===== config.mk =====
export PLATFORM = sky130hd
export DESIGN_NAME = deadband_pid_valve_drive_flat
export DESIGN_NICKNAME = d
export VERILOG_FILES = /design/src/design/dpvd_pkg.sv /design/src/design/dpvd_tick_if.sv /design/src/design/dpvd_drive_if.sv /design/src/design/dpvd_regs.sv /design/src/design/dpvd_ctrl.sv /design/src/design/dpvd_dp.sv /design/src/design/deadband_pid_valve_drive.sv /design/src/flat_wrapper.sv
export VERILOG_INCLUDE_DIRS = /design/src /design/src/design
export SDC_FILE = /design/constraint.sdc
export NUM_CORES = 2
export LEC_CHECK = 0
export BUFFER_PORTS_ARGS = -buffer_cell sky130_fd_sc_hd__buf_2
export CELL_PAD_IN_SITES_DETAIL_PLACEMENT = 0
export CELL_PAD_IN_SITES_GLOBAL_PLACEMENT = 1
export CORE_UTILIZATION = 44
export DETAILED_ROUTE_END_ITERATION = 7
export PLACE_DENSITY = 0.74
export SYNTH_ARGS = -nofsm -noshare
export SYNTH_HDL_FRONTEND = slang
export SYNTH_HIERARCHICAL = 1
export SYNTH_SLANG_ARGS = --single-unit
export TNS_END_PERCENT = 5

===== constraint.sdc =====
create_clock -name clk -period 13.82 [get_ports clk]
set_input_delay 1.382 -clock clk [delete_from_list [all_inputs] [get_ports clk]]
set_output_delay 1.382 -clock clk [all_outputs]
set_load 0.02 [all_outputs]

===== src/design/deadband_pid_valve_drive_macros.svh =====
// Assertion macros for the deadband PID valve drive.
`ifndef DEADBAND_PID_VALVE_DRIVE_MACROS_SVH
`define DEADBAND_PID_VALVE_DRIVE_MACROS_SVH

`ifndef NO_ASSERTIONS

`define DPVD_ASSERT_SAME(label, ck, rn, ante, cons) \
	label: assert property (@(posedge ck) disable iff (!rn) (ante) |-> (cons)) \
		else $error("deadband_pid_valve_drive: same-cycle check failed");

`define DPVD_ASSERT_NEXT(label, ck, rn, ante, cons) \
	label: assert property (@(posedge ck) disable iff (!rn) (ante) |=> (cons)) \
		else $error("deadband_pid_valve_drive: next-cycle check failed");

`else

`define DPVD_ASSERT_SAME(label, ck, rn, ante, cons)

`define DPVD_ASSERT_NEXT(label, ck, rn, ante, cons)

`endif

`endif


===== src/design/dpvd_pkg.sv =====
// Shared types, constants and micro-op codes of the deadband PID valve drive.
package dpvd_pkg;

	localparam int ADDR_W = 5;
	localparam int DATA_W = 32;

	localparam logic [2:0] REG_PROP_GAIN     = 3'd0;
	localparam logic [2:0] REG_INTEG_GAIN    = 3'd1;
	localparam logic [2:0] REG_DERIV_GAIN    = 3'd2;
	localparam logic [2:0] REG_BAND          = 3'd3;
	localparam logic [2:0] REG_RETRACT_START = 3'd4;
	localparam logic [2:0] REG_EXTEND_START  = 3'd5;
	localparam logic [2:0] REG_RETRACT_LIMIT = 3'd6;
	localparam logic [2:0] REG_EXTEND_LIMIT  = 3'd7;

	localparam logic [15:0] RST_PROP_GAIN     = 16'd11520;
	localparam logic [15:0] RST_INTEG_GAIN    = 16'd1311;
	localparam logic [15:0] RST_DERIV_GAIN    = 16'd3100;
	localparam logic [7:0]  RST_BAND          = 8'd0;
	localparam logic [11:0] RST_RETRACT_START = 12'd1845;
	localparam logic [11:0] RST_EXTEND_START  = 12'd2250;
	localparam logic [11:0] RST_RETRACT_LIMIT = 12'd450;
	localparam logic [11:0] RST_EXTEND_LIMIT  = 12'd3645;

	localparam logic [1:0] DIR_RAISE = 2'd0;
	localparam logic [1:0] DIR_LOWER = 2'd1;
	localparam logic [1:0] DIR_HOLD  = 2'd2;
	localparam logic [1:0] DIR_IDLE  = 2'd3;

	localparam logic [11:0] FLOAT_CODE = 12'd2048;
	localparam int TOTAL_LIMIT = 2300;
	localparam int DIFF_DIV    = 50;
	localparam int Q16_ONE     = 65536;

	localparam int ERR_W   = 11;
	localparam int MA_W    = 25;
	localparam int MB_W    = 22;
	localparam int PROD_W  = MA_W + MB_W;
	localparam int INTEG_W = 48;
	localparam int ACC_W   = INTEG_W + 1;
	localparam int TOT_W   = 57;
	localparam int X_W     = 17;
	localparam int T_W     = 13;
	localparam int M_W     = 24;
	localparam int Q_W     = 12;
	localparam int CODE_W  = 14;

	localparam longint TOT_LIMIT_RAW = longint'(TOTAL_LIMIT) * DIFF_DIV * Q16_ONE;
	localparam logic signed [TOT_W-1:0] TOT_MAX = TOT_W'(TOT_LIMIT_RAW);

	localparam int RECIP_DIFF_SH = 22;
	localparam logic [MB_W-1:0] RECIP_DIFF = MB_W'((longint'(1) << RECIP_DIFF_SH) / DIFF_DIV);
	localparam int RECIP_LIM_SH = 32;
	localparam logic [MB_W-1:0] RECIP_LIM = MB_W'((longint'(1) << RECIP_LIM_SH) / TOTAL_LIMIT);

	typedef logic [3:0] op_t;

	localparam op_t OP_NONE  = 4'd0;
	localparam op_t OP_MUL_I = 4'd1;
	localparam op_t OP_MUL_P = 4'd2;
	localparam op_t OP_MUL_D = 4'd3;
	localparam op_t OP_SCALE = 4'd4;
	localparam op_t OP_TOTAL = 4'd5;
	localparam op_t OP_SAT   = 4'd6;
	localparam op_t OP_MUL_Q = 4'd7;
	localparam op_t OP_DIV_Q = 4'd8;
	localparam op_t OP_MUL_M = 4'd9;
	localparam op_t OP_ABS   = 4'd10;
	localparam op_t OP_MUL_R = 4'd11;
	localparam op_t OP_DIV_R = 4'd12;
	localparam op_t OP_MUL_C = 4'd13;
	localparam op_t OP_CORR  = 4'd14;
	localparam op_t OP_MAP   = 4'd15;

	typedef struct packed {
		logic        load;
		op_t         op;
		logic        out_load;
	} cmd_t;

	typedef struct packed {
		logic        active;
	} stat_t;

	typedef struct packed {
		logic [15:0] prop_gain;
		logic [15:0] integ_gain;
		logic [15:0] deriv_gain;
		logic [7:0]  band;
		logic [11:0] retract_start;
		logic [11:0] extend_start;
		logic [11:0] retract_limit;
		logic [11:0] extend_limit;
	} cfg_t;

endpackage


===== src/design/dpvd_tick_if.sv =====
// Handshake channel that carries one control tick item.
interface dpvd_tick_if;
	logic       valid;
	logic       ready;
	logic [1:0] direction;
	logic       auto_mode;
	logic [9:0] cut_depth;
	logic       link_ok;

	modport source (output valid, direction, auto_mode, cut_depth, link_ok, input ready);
	modport sink (input valid, direction, auto_mode, cut_depth, link_ok, output ready);
endinterface


===== src/design/dpvd_drive_if.sv =====
// Handshake channel that carries one valve drive result item.
interface dpvd_drive_if;
	logic        valid;
	logic        ready;
	logic [11:0] drive_code;
	logic        drive_write;

	modport source (output valid, drive_code, drive_write, input ready);
	modport sink (input valid, drive_code, drive_write, output ready);
endinterface


===== src/design/dpvd_regs.sv =====
// APB configuration register file of the valve drive.
module dpvd_regs (
	input  logic                         clk,
	input  logic                         arst_n,
	input  logic                         psel,
	input  logic                         penable,
	input  logic                         pwrite,
	input  logic [dpvd_pkg::ADDR_W-1:0]  paddr,
	input  logic [dpvd_pkg::DATA_W-1:0]  pwdata,
	output logic [dpvd_pkg::DATA_W-1:0]  prdata,
	output logic                         pready,
	output dpvd_pkg::cfg_t               cfg
);
	localparam int DATA_W = dpvd_pkg::DATA_W;
	localparam int ADDR_W = dpvd_pkg::ADDR_W;

	dpvd_pkg::cfg_t cfg_q;
	logic [ADDR_W-3:0] index;
	logic wr_en;

	assign index = paddr[ADDR_W-1:2];
	assign wr_en = psel && penable && pwrite;
	assign pready = 1'b1;
	assign cfg = cfg_q;

	always_ff @(posedge clk or negedge arst_n) begin
		if (!arst_n) begin
			cfg_q.prop_gain     <= dpvd_pkg::RST_PROP_GAIN;
			cfg_q.integ_gain    <= dpvd_pkg::RST_INTEG_GAIN;
			cfg_q.deriv_gain    <= dpvd_pkg::RST_DERIV_GAIN;
			cfg_q.band          <= dpvd_pkg::RST_BAND;
			cfg_q.retract_start <= dpvd_pkg::RST_RETRACT_START;
			cfg_q.extend_start  <= dpvd_pkg::RST_EXTEND_START;
			cfg_q.retract_limit <= dpvd_pkg::RST_RETRACT_LIMIT;
			cfg_q.extend_limit  <= dpvd_pkg::RST_EXTEND_LIMIT;
		end else if (wr_en) begin
			unique case (index)
				dpvd_pkg::REG_PROP_GAIN:     cfg_q.prop_gain     <= pwdata[15:0];
				dpvd_pkg::REG_INTEG_GAIN:    cfg_q.integ_gain    <= pwdata[15:0];
				dpvd_pkg::REG_DERIV_GAIN:    cfg_q.deriv_gain    <= pwdata[15:0];
				dpvd_pkg::REG_BAND:          cfg_q.band          <= pwdata[7:0];
				dpvd_pkg::REG_RETRACT_START: cfg_q.retract_start <= pwdata[11:0];
				dpvd_pkg::REG_EXTEND_START:  cfg_q.extend_start  <= pwdata[11:0];
				dpvd_pkg::REG_RETRACT_LIMIT: cfg_q.retract_limit <= pwdata[11:0];
				dpvd_pkg::REG_EXTEND_LIMIT:  cfg_q.extend_limit  <= pwdata[11:0];
			endcase
		end
	end

	always_comb begin
		unique case (index)
			dpvd_pkg::REG_PROP_GAIN:     prdata = DATA_W'(cfg_q.prop_gain);
			dpvd_pkg::REG_INTEG_GAIN:    prdata = DATA_W'(cfg_q.integ_gain);
			dpvd_pkg::REG_DERIV_GAIN:    prdata = DATA_W'(cfg_q.deriv_gain);
			dpvd_pkg::REG_BAND:          prdata = DATA_W'(cfg_q.band);
			dpvd_pkg::REG_RETRACT_START: prdata = DATA_W'(cfg_q.retract_start);
			dpvd_pkg::REG_EXTEND_START:  prdata = DATA_W'(cfg_q.extend_start);
			dpvd_pkg::REG_RETRACT_LIMIT: prdata = DATA_W'(cfg_q.retract_limit);
			dpvd_pkg::REG_EXTEND_LIMIT:  prdata = DATA_W'(cfg_q.extend_limit);
		endcase
	end
endmodule


===== src/design/dpvd_ctrl.sv =====
// Sequencer that steps the datapath through one control tick and owns the handshakes.
module dpvd_ctrl (
	input  logic            clk,
	input  logic            arst_n,
	input  dpvd_pkg::stat_t stat,
	input  logic            in_valid,
	output logic            in_ready,
	output logic            out_valid,
	input  logic            out_ready,
	output dpvd_pkg::cmd_t  cmd
);
	localparam logic [4:0] ST_IDLE  = 5'd0;
	localparam logic [4:0] ST_MUL_I = 5'd1;
	localparam logic [4:0] ST_MUL_P = 5'd2;
	localparam logic [4:0] ST_MUL_D = 5'd3;
	localparam logic [4:0] ST_SCALE = 5'd4;
	localparam logic [4:0] ST_TOTAL = 5'd5;
	localparam logic [4:0] ST_SAT   = 5'd6;
	localparam logic [4:0] ST_MUL_Q = 5'd7;
	localparam logic [4:0] ST_DIV_Q = 5'd8;
	localparam logic [4:0] ST_MUL_M = 5'd9;
	localparam logic [4:0] ST_ABS   = 5'd10;
	localparam logic [4:0] ST_MUL_R = 5'd11;
	localparam logic [4:0] ST_DIV_R = 5'd12;
	localparam logic [4:0] ST_MUL_C = 5'd13;
	localparam logic [4:0] ST_CORR  = 5'd14;
	localparam logic [4:0] ST_MAP   = 5'd15;
	localparam logic [4:0] ST_DONE  = 5'd16;

	logic [4:0] state_q;
	logic [4:0] state_d;
	logic       out_valid_q;
	logic       out_free;

	assign in_ready = (state_q == ST_IDLE);
	assign out_valid = out_valid_q;
	assign out_free = !out_valid_q || out_ready;

	always_comb begin
		state_d = state_q;
		cmd.load = 1'b0;
		cmd.op = dpvd_pkg::OP_NONE;
		cmd.out_load = 1'b0;
		unique case (state_q)
			ST_IDLE: begin
				cmd.load = in_valid;
				if (in_valid) state_d = ST_MUL_I;
			end
			ST_MUL_I: begin
				cmd.op = dpvd_pkg::OP_MUL_I;
				state_d = stat.active ? ST_MUL_P : ST_DONE;
			end
			ST_MUL_P: begin
				cmd.op = dpvd_pkg::OP_MUL_P;
				state_d = ST_MUL_D;
			end
			ST_MUL_D: begin
				cmd.op = dpvd_pkg::OP_MUL_D;
				state_d = ST_SCALE;
			end
			ST_SCALE: begin
				cmd.op = dpvd_pkg::OP_SCALE;
				state_d = ST_TOTAL;
			end
			ST_TOTAL: begin
				cmd.op = dpvd_pkg::OP_TOTAL;
				state_d = ST_SAT;
			end
			ST_SAT: begin
				cmd.op = dpvd_pkg::OP_SAT;
				state_d = ST_MUL_Q;
			end
			ST_MUL_Q: begin
				cmd.op = dpvd_pkg::OP_MUL_Q;
				state_d = ST_DIV_Q;
			end
			ST_DIV_Q: begin
				cmd.op = dpvd_pkg::OP_DIV_Q;
				state_d = ST_MUL_M;
			end
			ST_MUL_M: begin
				cmd.op = dpvd_pkg::OP_MUL_M;
				state_d = ST_ABS;
			end
			ST_ABS: begin
				cmd.op = dpvd_pkg::OP_ABS;
				state_d = ST_MUL_R;
			end
			ST_MUL_R: begin
				cmd.op = dpvd_pkg::OP_MUL_R;
				state_d = ST_DIV_R;
			end
			ST_DIV_R: begin
				cmd.op = dpvd_pkg::OP_DIV_R;
				state_d = ST_MUL_C;
			end
			ST_MUL_C: begin
				cmd.op = dpvd_pkg::OP_MUL_C;
				state_d = ST_CORR;
			end
			ST_CORR: begin
				cmd.op = dpvd_pkg::OP_CORR;
				state_d = ST_MAP;
			end
			ST_MAP: begin
				cmd.op = dpvd_pkg::OP_MAP;
				state_d = ST_DONE;
			end
			ST_DONE: begin
				cmd.out_load = out_free;
				if (out_free) state_d = ST_IDLE;
			end
			default: state_d = ST_IDLE;
		endcase
	end

	always_ff @(posedge clk or negedge arst_n) begin
		if (!arst_n) begin
			state_q <= ST_IDLE;
			out_valid_q <= 1'b0;
		end else begin
			state_q <= state_d;
			if (cmd.out_load) begin
				out_valid_q <= 1'b1;
			end else if (out_ready) begin
				out_valid_q <= 1'b0;
			end
		end
	end
endmodule


===== src/design/dpvd_dp.sv =====
// Datapath of the valve drive: PID terms on one shared multiplier, scaling, mapping, clamp.
module dpvd_dp (
	input  logic            clk,
	input  logic            arst_n,
	input  dpvd_pkg::cfg_t  cfg,
	input  dpvd_pkg::cmd_t  cmd,
	output dpvd_pkg::stat_t stat,
	input  logic [1:0]      direction,
	input  logic            auto_mode,
	input  logic [9:0]      cut_depth,
	input  logic            link_ok,
	output logic [11:0]     drive_code,
	output logic            drive_write
);
	localparam int ERR_W   = dpvd_pkg::ERR_W;
	localparam int MA_W    = dpvd_pkg::MA_W;
	localparam int MB_W    = dpvd_pkg::MB_W;
	localparam int PROD_W  = dpvd_pkg::PROD_W;
	localparam int INTEG_W = dpvd_pkg::INTEG_W;
	localparam int ACC_W   = dpvd_pkg::ACC_W;
	localparam int TOT_W   = dpvd_pkg::TOT_W;
	localparam int X_W     = dpvd_pkg::X_W;
	localparam int T_W     = dpvd_pkg::T_W;
	localparam int M_W     = dpvd_pkg::M_W;
	localparam int Q_W     = dpvd_pkg::Q_W;
	localparam int CODE_W  = dpvd_pkg::CODE_W;
	localparam int Q_SH    = $clog2(dpvd_pkg::Q16_ONE);
	localparam int P_SH    = 8;

	localparam logic signed [INTEG_W-1:0] INTEG_MAX = {1'b0, {(INTEG_W-1){1'b1}}};
	localparam logic signed [INTEG_W-1:0] INTEG_MIN = {1'b1, {(INTEG_W-1){1'b0}}};
	localparam logic signed [T_W-1:0] T_LIM = T_W'(dpvd_pkg::TOTAL_LIMIT);

	logic [1:0]                 dir_q;
	logic [9:0]                 depth_q;
	logic                       active_q;
	logic signed [ERR_W-1:0]    err_q;
	logic signed [ERR_W-1:0]    prev_q;
	logic signed [INTEG_W-1:0]  integ_q;
	logic signed [ACC_W-1:0]    acc_q;
	logic signed [TOT_W-1:0]    tot_q;
	logic                       sat_q;
	logic                       neg_q;
	logic [X_W-1:0]             x_q;
	logic signed [T_W-1:0]      t_q;
	logic [M_W-1:0]             m_q;
	logic                       pneg_q;
	logic [Q_W-1:0]             qd_q;
	logic signed [CODE_W-1:0]   code_q;
	logic signed [PROD_W-1:0]   prod_q;
	logic [11:0]                drive_code_q;
	logic                       drive_write_q;

	logic signed [ERR_W-1:0]    load_err;
	logic signed [ERR_W:0]      err_w;
	logic signed [ERR_W:0]      band_s;
	logic                       in_window;
	logic signed [ERR_W:0]      diff;
	logic [11:0]                start_sel;
	logic [11:0]                limit_sel;
	logic signed [12:0]         span;
	logic signed [MA_W-1:0]     mul_a;
	logic signed [MB_W-1:0]     mul_b;
	logic signed [PROD_W-1:0]   mul_p;
	logic                       mul_en;
	logic signed [INTEG_W:0]    integ_sum;
	logic signed [INTEG_W-1:0]  integ_next;
	logic signed [TOT_W-1:0]    acc_w;
	logic [TOT_W-1:0]           tot_abs;
	logic [Q_W-1:0]             q0;
	logic [X_W-1:0]             q0_w;
	logic [X_W-1:0]             q50;
	logic [X_W-1:0]             r50;
	logic [Q_W-1:0]             qc;
	logic signed [T_W-1:0]      qc_s;
	logic signed [PROD_W-1:0]   prod_abs;
	logic [M_W:0]               rl;
	logic signed [CODE_W-1:0]   qd_s;
	logic signed [CODE_W-1:0]   start_s;
	logic signed [CODE_W-1:0]   ext_s;
	logic signed [CODE_W-1:0]   ret_s;
	logic signed [CODE_W-1:0]   clamp_hi;
	logic signed [CODE_W-1:0]   clamp_lo;
	logic [11:0]                res_code;
	logic                       res_write;

	assign load_err = (direction == dpvd_pkg::DIR_RAISE) ? signed'({1'b0, cut_depth})
		: -signed'({1'b0, cut_depth});

	assign err_w = (ERR_W+1)'(err_q);
	assign band_s = signed'({4'b0, cfg.band});
	assign in_window = (err_w > -band_s) && (err_w < band_s);
	assign diff = (ERR_W+1)'(err_q) - (ERR_W+1)'(prev_q);

	assign start_sel = (dir_q == dpvd_pkg::DIR_LOWER) ? cfg.retract_start : cfg.extend_start;
	assign limit_sel = (dir_q == dpvd_pkg::DIR_LOWER) ? cfg.retract_limit : cfg.extend_limit;
	assign span = signed'({1'b0, limit_sel}) - signed'({1'b0, start_sel});

	always_comb begin
		mul_a = '0;
		mul_b = '0;
		mul_en = 1'b1;
		unique case (cmd.op)
			dpvd_pkg::OP_MUL_I: begin
				mul_a = signed'(MA_W'(cfg.integ_gain));
				mul_b = MB_W'(err_q);
			end
			dpvd_pkg::OP_MUL_P: begin
				mul_a = signed'(MA_W'(cfg.prop_gain));
				mul_b = MB_W'(err_q);
			end
			dpvd_pkg::OP_MUL_D: begin
				mul_a = signed'(MA_W'(cfg.deriv_gain));
				mul_b = MB_W'(diff);
			end
			dpvd_pkg::OP_MUL_Q: begin
				mul_a = signed'(MA_W'(x_q));
				mul_b = signed'(dpvd_pkg::RECIP_DIFF);
			end
			dpvd_pkg::OP_MUL_M: begin
				mul_a = MA_W'(t_q);
				mul_b = MB_W'(span);
			end
			dpvd_pkg::OP_MUL_R: begin
				mul_a = signed'(MA_W'(m_q));
				mul_b = signed'(dpvd_pkg::RECIP_LIM);
			end
			dpvd_pkg::OP_MUL_C: begin
				mul_a = signed'(MA_W'(qd_q));
				mul_b = MB_W'(dpvd_pkg::TOTAL_LIMIT);
			end
			default: mul_en = 1'b0;
		endcase
	end

	assign mul_p = mul_a * mul_b;

	assign integ_sum = (INTEG_W+1)'(integ_q) + (INTEG_W+1)'(prod_q);
	assign integ_next = (integ_sum[INTEG_W] != integ_sum[INTEG_W-1])
		? (integ_sum[INTEG_W] ? INTEG_MIN : INTEG_MAX) : integ_sum[INTEG_W-1:0];

	assign acc_w = TOT_W'(acc_q);
	assign tot_abs = tot_q[TOT_W-1] ? unsigned'(-tot_q) : unsigned'(tot_q);

	assign q0 = prod_q[dpvd_pkg::RECIP_DIFF_SH+Q_W-1:dpvd_pkg::RECIP_DIFF_SH];
	assign q0_w = X_W'(q0);
	assign q50 = (q0_w << 5) + (q0_w << 4) + (q0_w << 1);
	assign r50 = x_q - q50;
	assign qc = q0 + Q_W'(r50 >= X_W'(dpvd_pkg::DIFF_DIV));
	assign qc_s = signed'({1'b0, qc});

	assign prod_abs = prod_q[PROD_W-1] ? -prod_q : prod_q;
	assign rl = {1'b0, m_q} - prod_q[M_W:0];

	assign qd_s = signed'({2'b0, qd_q});
	assign start_s = signed'({2'b0, start_sel});
	assign ext_s = signed'({2'b0, cfg.extend_limit});
	assign ret_s = signed'({2'b0, cfg.retract_limit});
	assign clamp_hi = (code_q >= ext_s) ? ext_s : code_q;
	assign clamp_lo = (clamp_hi <= ret_s) ? ret_s : clamp_hi;

	always_comb begin
		priority if (!active_q) begin
			res_code = dpvd_pkg::FLOAT_CODE;
			res_write = 1'b1;
		end else if (depth_q < {2'b0, cfg.band}) begin
			res_code = dpvd_pkg::FLOAT_CODE;
			res_write = 1'b0;
		end else begin
			res_code = clamp_lo[11:0];
			res_write = 1'b1;
		end
	end

	always_ff @(posedge clk or negedge arst_n) begin
		if (!arst_n) begin
			integ_q <= '0;
			prev_q <= '0;
		end else begin
			if (cmd.op == dpvd_pkg::OP_MUL_P) begin
				integ_q <= in_window ? integ_next : '0;
			end
			if (cmd.op == dpvd_pkg::OP_MUL_D) begin
				prev_q <= err_q;
			end
		end
	end

	always_ff @(posedge clk) begin
		if (cmd.load) begin
			dir_q <= direction;
			depth_q <= cut_depth;
			err_q <= load_err;
			active_q <= auto_mode && link_ok && (direction != dpvd_pkg::DIR_IDLE);
		end
		if (mul_en) begin
			prod_q <= mul_p;
		end
		unique case (cmd.op)
			dpvd_pkg::OP_MUL_D: acc_q <= (ACC_W'(prod_q) <<< P_SH) + ACC_W'(integ_q);
			dpvd_pkg::OP_SCALE: tot_q <= (acc_w <<< 5) + (acc_w <<< 4) + (acc_w <<< 1);
			dpvd_pkg::OP_TOTAL: tot_q <= tot_q + (TOT_W'(prod_q) <<< Q_SH);
			dpvd_pkg::OP_SAT: begin
				sat_q <= (tot_q > dpvd_pkg::TOT_MAX) || (tot_q < -dpvd_pkg::TOT_MAX);
				neg_q <= tot_q[TOT_W-1];
				x_q <= tot_abs[X_W+Q_SH-1:Q_SH];
			end
			dpvd_pkg::OP_DIV_Q: begin
				if (sat_q) begin
					t_q <= neg_q ? -T_LIM : T_LIM;
				end else begin
					t_q <= neg_q ? -qc_s : qc_s;
				end
			end
			dpvd_pkg::OP_ABS: begin
				m_q <= prod_abs[M_W-1:0];
				pneg_q <= prod_q[PROD_W-1] ^ (dir_q == dpvd_pkg::DIR_LOWER);
			end
			dpvd_pkg::OP_DIV_R: qd_q <= prod_q[dpvd_pkg::RECIP_LIM_SH+Q_W-1:dpvd_pkg::RECIP_LIM_SH];
			dpvd_pkg::OP_CORR: qd_q <= qd_q + Q_W'(rl >= (M_W+1)'(dpvd_pkg::TOTAL_LIMIT));
			dpvd_pkg::OP_MAP: begin
				if (dir_q == dpvd_pkg::DIR_HOLD) begin
					code_q <= signed'(CODE_W'(dpvd_pkg::FLOAT_CODE));
				end else begin
					code_q <= start_s + (pneg_q ? -qd_s : qd_s);
				end
			end
			default: begin
			end
		endcase
		if (cmd.out_load) begin
			drive_code_q <= res_code;
			drive_write_q <= res_write;
		end
	end

	assign stat.active = active_q;
	assign drive_code = drive_code_q;
	assign drive_write = drive_write_q;
endmodule


===== src/design/deadband_pid_valve_drive.sv =====
// Top level of the deadband PID valve drive.
//
// channel  side  handshake        payload
// tick     in    valid / ready    direction[1:0] auto_mode cut_depth[9:0] link_ok
// drive    out   valid / ready    drive_code[11:0] drive_write
// apb      cfg   psel / penable   paddr[4:0] pwdata[31:0] prdata[31:0] (pready tied high)
//
// After acceptance an active tick runs through fifteen datapath steps of the step sequencer
// on one shared 25x22 multiplier and its divide-by-constant corrections; an inactive one
// runs only the integral step. The result is loaded into the output register in the done step.
// Reset clears the integral, the previous error and the handshakes and loads default gains.
// The next tick is taken as soon as the result sits in the output register; a result
// that is not taken holds the sequencer in its final step.
`include "deadband_pid_valve_drive_macros.svh"

module deadband_pid_valve_drive (
	input  logic                        clk,
	input  logic                        arst_n,
	dpvd_tick_if.sink                   tick,
	dpvd_drive_if.source                drive,
	input  logic                        psel,
	input  logic                        penable,
	input  logic                        pwrite,
	input  logic [dpvd_pkg::ADDR_W-1:0] paddr,
	input  logic [dpvd_pkg::DATA_W-1:0] pwdata,
	output logic [dpvd_pkg::DATA_W-1:0] prdata,
	output logic                        pready
);
	dpvd_pkg::cfg_t  cfg;
	dpvd_pkg::cmd_t  cmd;
	dpvd_pkg::stat_t stat;

	dpvd_regs u_regs (
		.clk     (clk),
		.arst_n  (arst_n),
		.psel    (psel),
		.penable (penable),
		.pwrite  (pwrite),
		.paddr   (paddr),
		.pwdata  (pwdata),
		.prdata  (prdata),
		.pready  (pready),
		.cfg     (cfg)
	);

	dpvd_ctrl u_ctrl (
		.clk       (clk),
		.arst_n    (arst_n),
		.stat      (stat),
		.in_valid  (tick.valid),
		.in_ready  (tick.ready),
		.out_valid (drive.valid),
		.out_ready (drive.ready),
		.cmd       (cmd)
	);

	dpvd_dp u_dp (
		.clk         (clk),
		.arst_n      (arst_n),
		.cfg         (cfg),
		.cmd         (cmd),
		.stat        (stat),
		.direction   (tick.direction),
		.auto_mode   (tick.auto_mode),
		.cut_depth   (tick.cut_depth),
		.link_ok     (tick.link_ok),
		.drive_code  (drive.drive_code),
		.drive_write (drive.drive_write)
	);

	`DPVD_ASSERT_NEXT(a_busy_after_accept, clk, arst_n, tick.valid && tick.ready, !tick.ready)
	`DPVD_ASSERT_SAME(a_hold_is_float, clk, arst_n, drive.valid && !drive.drive_write, drive.drive_code == dpvd_pkg::FLOAT_CODE)
	`DPVD_ASSERT_SAME(a_result_after_work, clk, arst_n, $rose(drive.valid), $past(!tick.ready))
endmodule

===== src/flat_wrapper.sv =====
// flat-port wrapper written by rule: the top's interface ports become plain ports
module deadband_pid_valve_drive_flat 
  (clk, arst_n, psel, penable, pwrite, paddr, pwdata, prdata, pready, tick_valid, tick_direction, tick_auto_mode, tick_cut_depth, tick_link_ok, tick_ready, drive_valid, drive_drive_code, drive_drive_write, drive_ready);
  dpvd_tick_if tick_i ();
  dpvd_drive_if drive_i ();
  input  logic clk;
  input  logic arst_n;
  input  logic psel;
  input  logic penable;
  input  logic pwrite;
  input  logic [dpvd_pkg::ADDR_W-1:0] paddr;
  input  logic [dpvd_pkg::DATA_W-1:0] pwdata;
  output logic [dpvd_pkg::DATA_W-1:0] prdata;
  output logic pready;
  input wire logic [$bits(tick_i.valid)-1:0] tick_valid;
  input wire logic [$bits(tick_i.direction)-1:0] tick_direction;
  input wire logic [$bits(tick_i.auto_mode)-1:0] tick_auto_mode;
  input wire logic [$bits(tick_i.cut_depth)-1:0] tick_cut_depth;
  input wire logic [$bits(tick_i.link_ok)-1:0] tick_link_ok;
  output wire logic [$bits(tick_i.ready)-1:0] tick_ready;
  output wire logic [$bits(drive_i.valid)-1:0] drive_valid;
  output wire logic [$bits(drive_i.drive_code)-1:0] drive_drive_code;
  output wire logic [$bits(drive_i.drive_write)-1:0] drive_drive_write;
  input wire logic [$bits(drive_i.ready)-1:0] drive_ready;
  assign tick_i.valid = tick_valid;
  assign tick_i.direction = tick_direction;
  assign tick_i.auto_mode = tick_auto_mode;
  assign tick_i.cut_depth = tick_cut_depth;
  assign tick_i.link_ok = tick_link_ok;
  assign tick_ready = tick_i.ready;
  assign drive_valid = drive_i.valid;
  assign drive_drive_code = drive_i.drive_code;
  assign drive_drive_write = drive_i.drive_write;
  assign drive_i.ready = drive_ready;
  deadband_pid_valve_drive u_core (.clk(clk), .arst_n(arst_n), .tick(tick_i), .drive(drive_i), .psel(psel), .penable(penable), .pwrite(pwrite), .paddr(paddr), .pwdata(pwdata), .prdata(prdata), .pready(pready));
endmodule

==> impl_metrics.tcl <==
set metrics [dict create \
    status "complete, no violations" \
    core_sq_mm 0.124 \
    setup_viol 0 \
    postCtsSetupBuffers 0 \
    clock.fmax_mhz 87.4 \
    critPathLaunchType "flip-flop" \
    numCtsBuffers 52 \
    clock-root-buffer "clkbuf_16" \
    synthTopCellsByArea "fa_1, edfxtp_1, ha_1" \
    finalHoldWorstSlack_ns 0.490 \
    via_per_inst 5.70 \
    syn2layout_area_growth_pct 7.18 \
    wl_per_cell_um 22.0 \
    critPathMaxFanout 39 \
    start_util_pct 44.5 \
    grt_pass1_vias 43500 \
    min_path_type "flip-flop to flip-flop" \
    slew_headroom_pct 14.1 \
    synth_seq_cells 440 \
    crit_buf_inv 4 \
    cts_resized 0 \
    antenna_found_initial 4 \
    yosysMostFrequentCell "inv_1" \
    synth_common_cells "inv_1, fa_1, nand2_1" \
    timing.final.crit_period_ns 11.44 \
    clk_pin_slew_ns 0.06 \
    place.gp.congestion 0.936 \
    synth_area_sq_mm 0.0553 \
    synth_largest_area_cell "fa_1" \
    cts_buffer_depth 3 \
    port_buffers 70 \
    h-tree-depth 2 \
    route.detailed.drc 0 \
    cts_tree "built" \
    ys_types 115 \
    grt_pass1_wl_um 259000 \
    period_share_pct 82.8 \
    cp.arrival_ns 11.82 \
    place_inst 7465 \
    row_count 129 \
    worstMarginPinSlew_ns 1.28 \
    async_reset_ff_share_pct 38.4 \
    synth_top_flop_cell "edfxtp_1" \
    die_h_um 356 \
    grt_start_max_net_pins 68 \
    num-fill-cells 11800 \
    wl_um 167000 \
    critPathCaptureType "flip-flop" \
    postSynthCellCount 5888 \
    drtIter0Drc 3331 \
    nNetsFinal 7026 \
    fin_setup_tns_ns 0 \
    synth-edff-count 271 \
    slowest_stage "a32oi_1" \
    vias 43100 \
    syn_avg_cell_area_sq_um 9.39 \
    gr-total-overflow 0 \
    max_stage_delay_ns 0.99 \
    dp_hpwl_um 134000 \
    final_layout_size_suffix_gt1_share_pct 8.57 \
    cpLargestDelayFamily "adder cells" \
    ys_seq_area_share_pct 22.5 \
    rsz0062_at_grt "no" \
    slew_viol_final 0 \
    grt_usage_pct 26.6 \
    ff_latch_area_sq_mm 0.0124 \
    crit_type "flip-flop to flip-flop" \
    cts.sink_count 440 \
    worstPathRequired_ns 14.19 \
    fin_area_sq_mm 0.0592 \
    crit_top_cell "fa_1" \
    cts_hold_buf 0 \
    maxCapViolCount 0 \
    final_cell_count_no_fill 7563 \
    ant_nets 0 \
    synth.top_cell.area_share_pct 22.8 \
    first_pass_iters 8 \
    die-area_sq_mm 0.127 \
    post_dp_cell_area_sq_mm 0.0574 \
    dieWidth_um 356 \
    yosys_warnings 6 \
    finalHoldViolCount 0 \
    boundaryPins 106 \
    clock_latency_ns 0.63 \
    multiInputGateArea_sq_mm 0.0389 \
    final.setup_skew_ns 0.0286 \
]
-- final cells by class --
class                           count  area share, %
Inverter                          844           5.35
Clock inverter                     32          0.642
Antenna cell                        1        0.00422
Clock buffer                       65           2.38
Sequential cell                   440           21.0
Multi-Input combinational cell   4403           65.7
Tap cell                         1637           3.46
Timing Repair Buffer              141           1.50
-- routing by layer --
| layer | vias to the layer above | track usage (%) | wire, um |
|---|---|---|---|
| li1 | 20000 | - | - |
| met1 | 21700 | 35.6 | 71800 |
| met2 | 1218 | 44.2 | 79000 |
| met3 | 262 | 3.01 | 9050 |
| met4 | 0 | 9.84 | 7000 |
| met5 | - | 0 | 0 |
-- cells in the final DEF (no fill, tap or decap), drive strengths merged, types with 42 or more instances in the layout --
cell    synthesis  routed
ha            457     457
o21a           56      56
mux2          112     112
xnor2         230     230
nor2          418     418
a22oi          51      51
fa            629     629
nand3          82      82
and2           48      48
a211oi         50      50
a21o          117     117
inv           844     848
o21ai         285     285
buf            62     141
xor2          109     109
nor2b          54      54
a31oi          42      42
edfxtp        271     271
mux2i          47      47
nand4          63      63
nand2b         50      50
dfrtp         129     129
a21oi         336     336
clkbuf        154      65
nand2         573     573
nor3           72      72
-- logic make-up (layout without fill, tap and decap cells) --
logic type	after synthesis	count (layout)	synth area share, %
AND/OR/NAND/NOR	1538	1538	13.0
AO/OA/AOI/OAI	1261	1261	15.3
adder cells (fa/ha/maj)	1086	1086	33.1
buffers and inverters	1060	1082	7.51
flip-flops	440	440	22.5
XOR/XNOR	339	339	5.41
multiplexers	162	162	3.26
other	2	18	0.0136
-- path summary, 6_finish.rpt --
check / from / to / slack (ns) / cells after the start
max: u_core/u_ctrl/state_q[4] / u_core/u_dp/prod_q[44] / 2.38 / 27
min: u_core/u_dp/integ_q[2] / u_core/u_dp/acc_q[2] / 0.49 / 0
min reg2reg: u_core/u_dp/integ_q[2] / u_core/u_dp/acc_q[2] / 0.49 / 0
max in group asynchronous: arst_n / u_core/u_regs/cfg[102] / 11.05 / 3
max reg2reg: u_core/u_ctrl/state_q[4] / u_core/u_dp/prod_q[44] / 2.38 / 27
min in group asynchronous: arst_n / u_core/u_dp/integ_q[4] / 0.68 / 1
-- sequential cells by signal (all words and copies together), names as in the netlist --
signal and flops:
u_core/u_dp/t_q 13, u_core/u_dp/integ_q 48, u_core/u_dp/code_q 14, u_core/u_dp/drive_write 1, u_core/u_dp/x_q 17, u_core/u_dp/qd_q 12
u_core/u_dp/drive_code 12, u_core/u_dp/m_q 24, u_core/u_dp/tot_q 56, u_core/u_dp/err_q 10, u_core/u_dp/sat_q 1, u_core/u_dp/stat 1
u_core/u_dp/depth_q 10, u_core/u_regs/cfg 104, u_core/u_ctrl/out_valid 1, u_core/u_dp/pneg_q 1, u_core/u_dp/dir_q 2, u_core/u_ctrl/state_q 5
u_core/u_dp/acc_q 49, u_core/u_dp/prod_q 47, u_core/u_dp/prev_q 11, u_core/u_dp/neg_q 1
-- metrics by stage --
stage | setup WS, ns | utilization (%)
after floorplan | 4.02 | -
after global placement | 2.64 | 46.3
after detailed placement | 2.57 | 46.3
after CTS | 2.57 | 47.7
after global routing | 1.93 | 47.7
final | 2.38 | 47.7
Power is left out: the tool's default activity adds up to more than one toggle a clock period on the data nets, which glitch-free logic cannot reach.
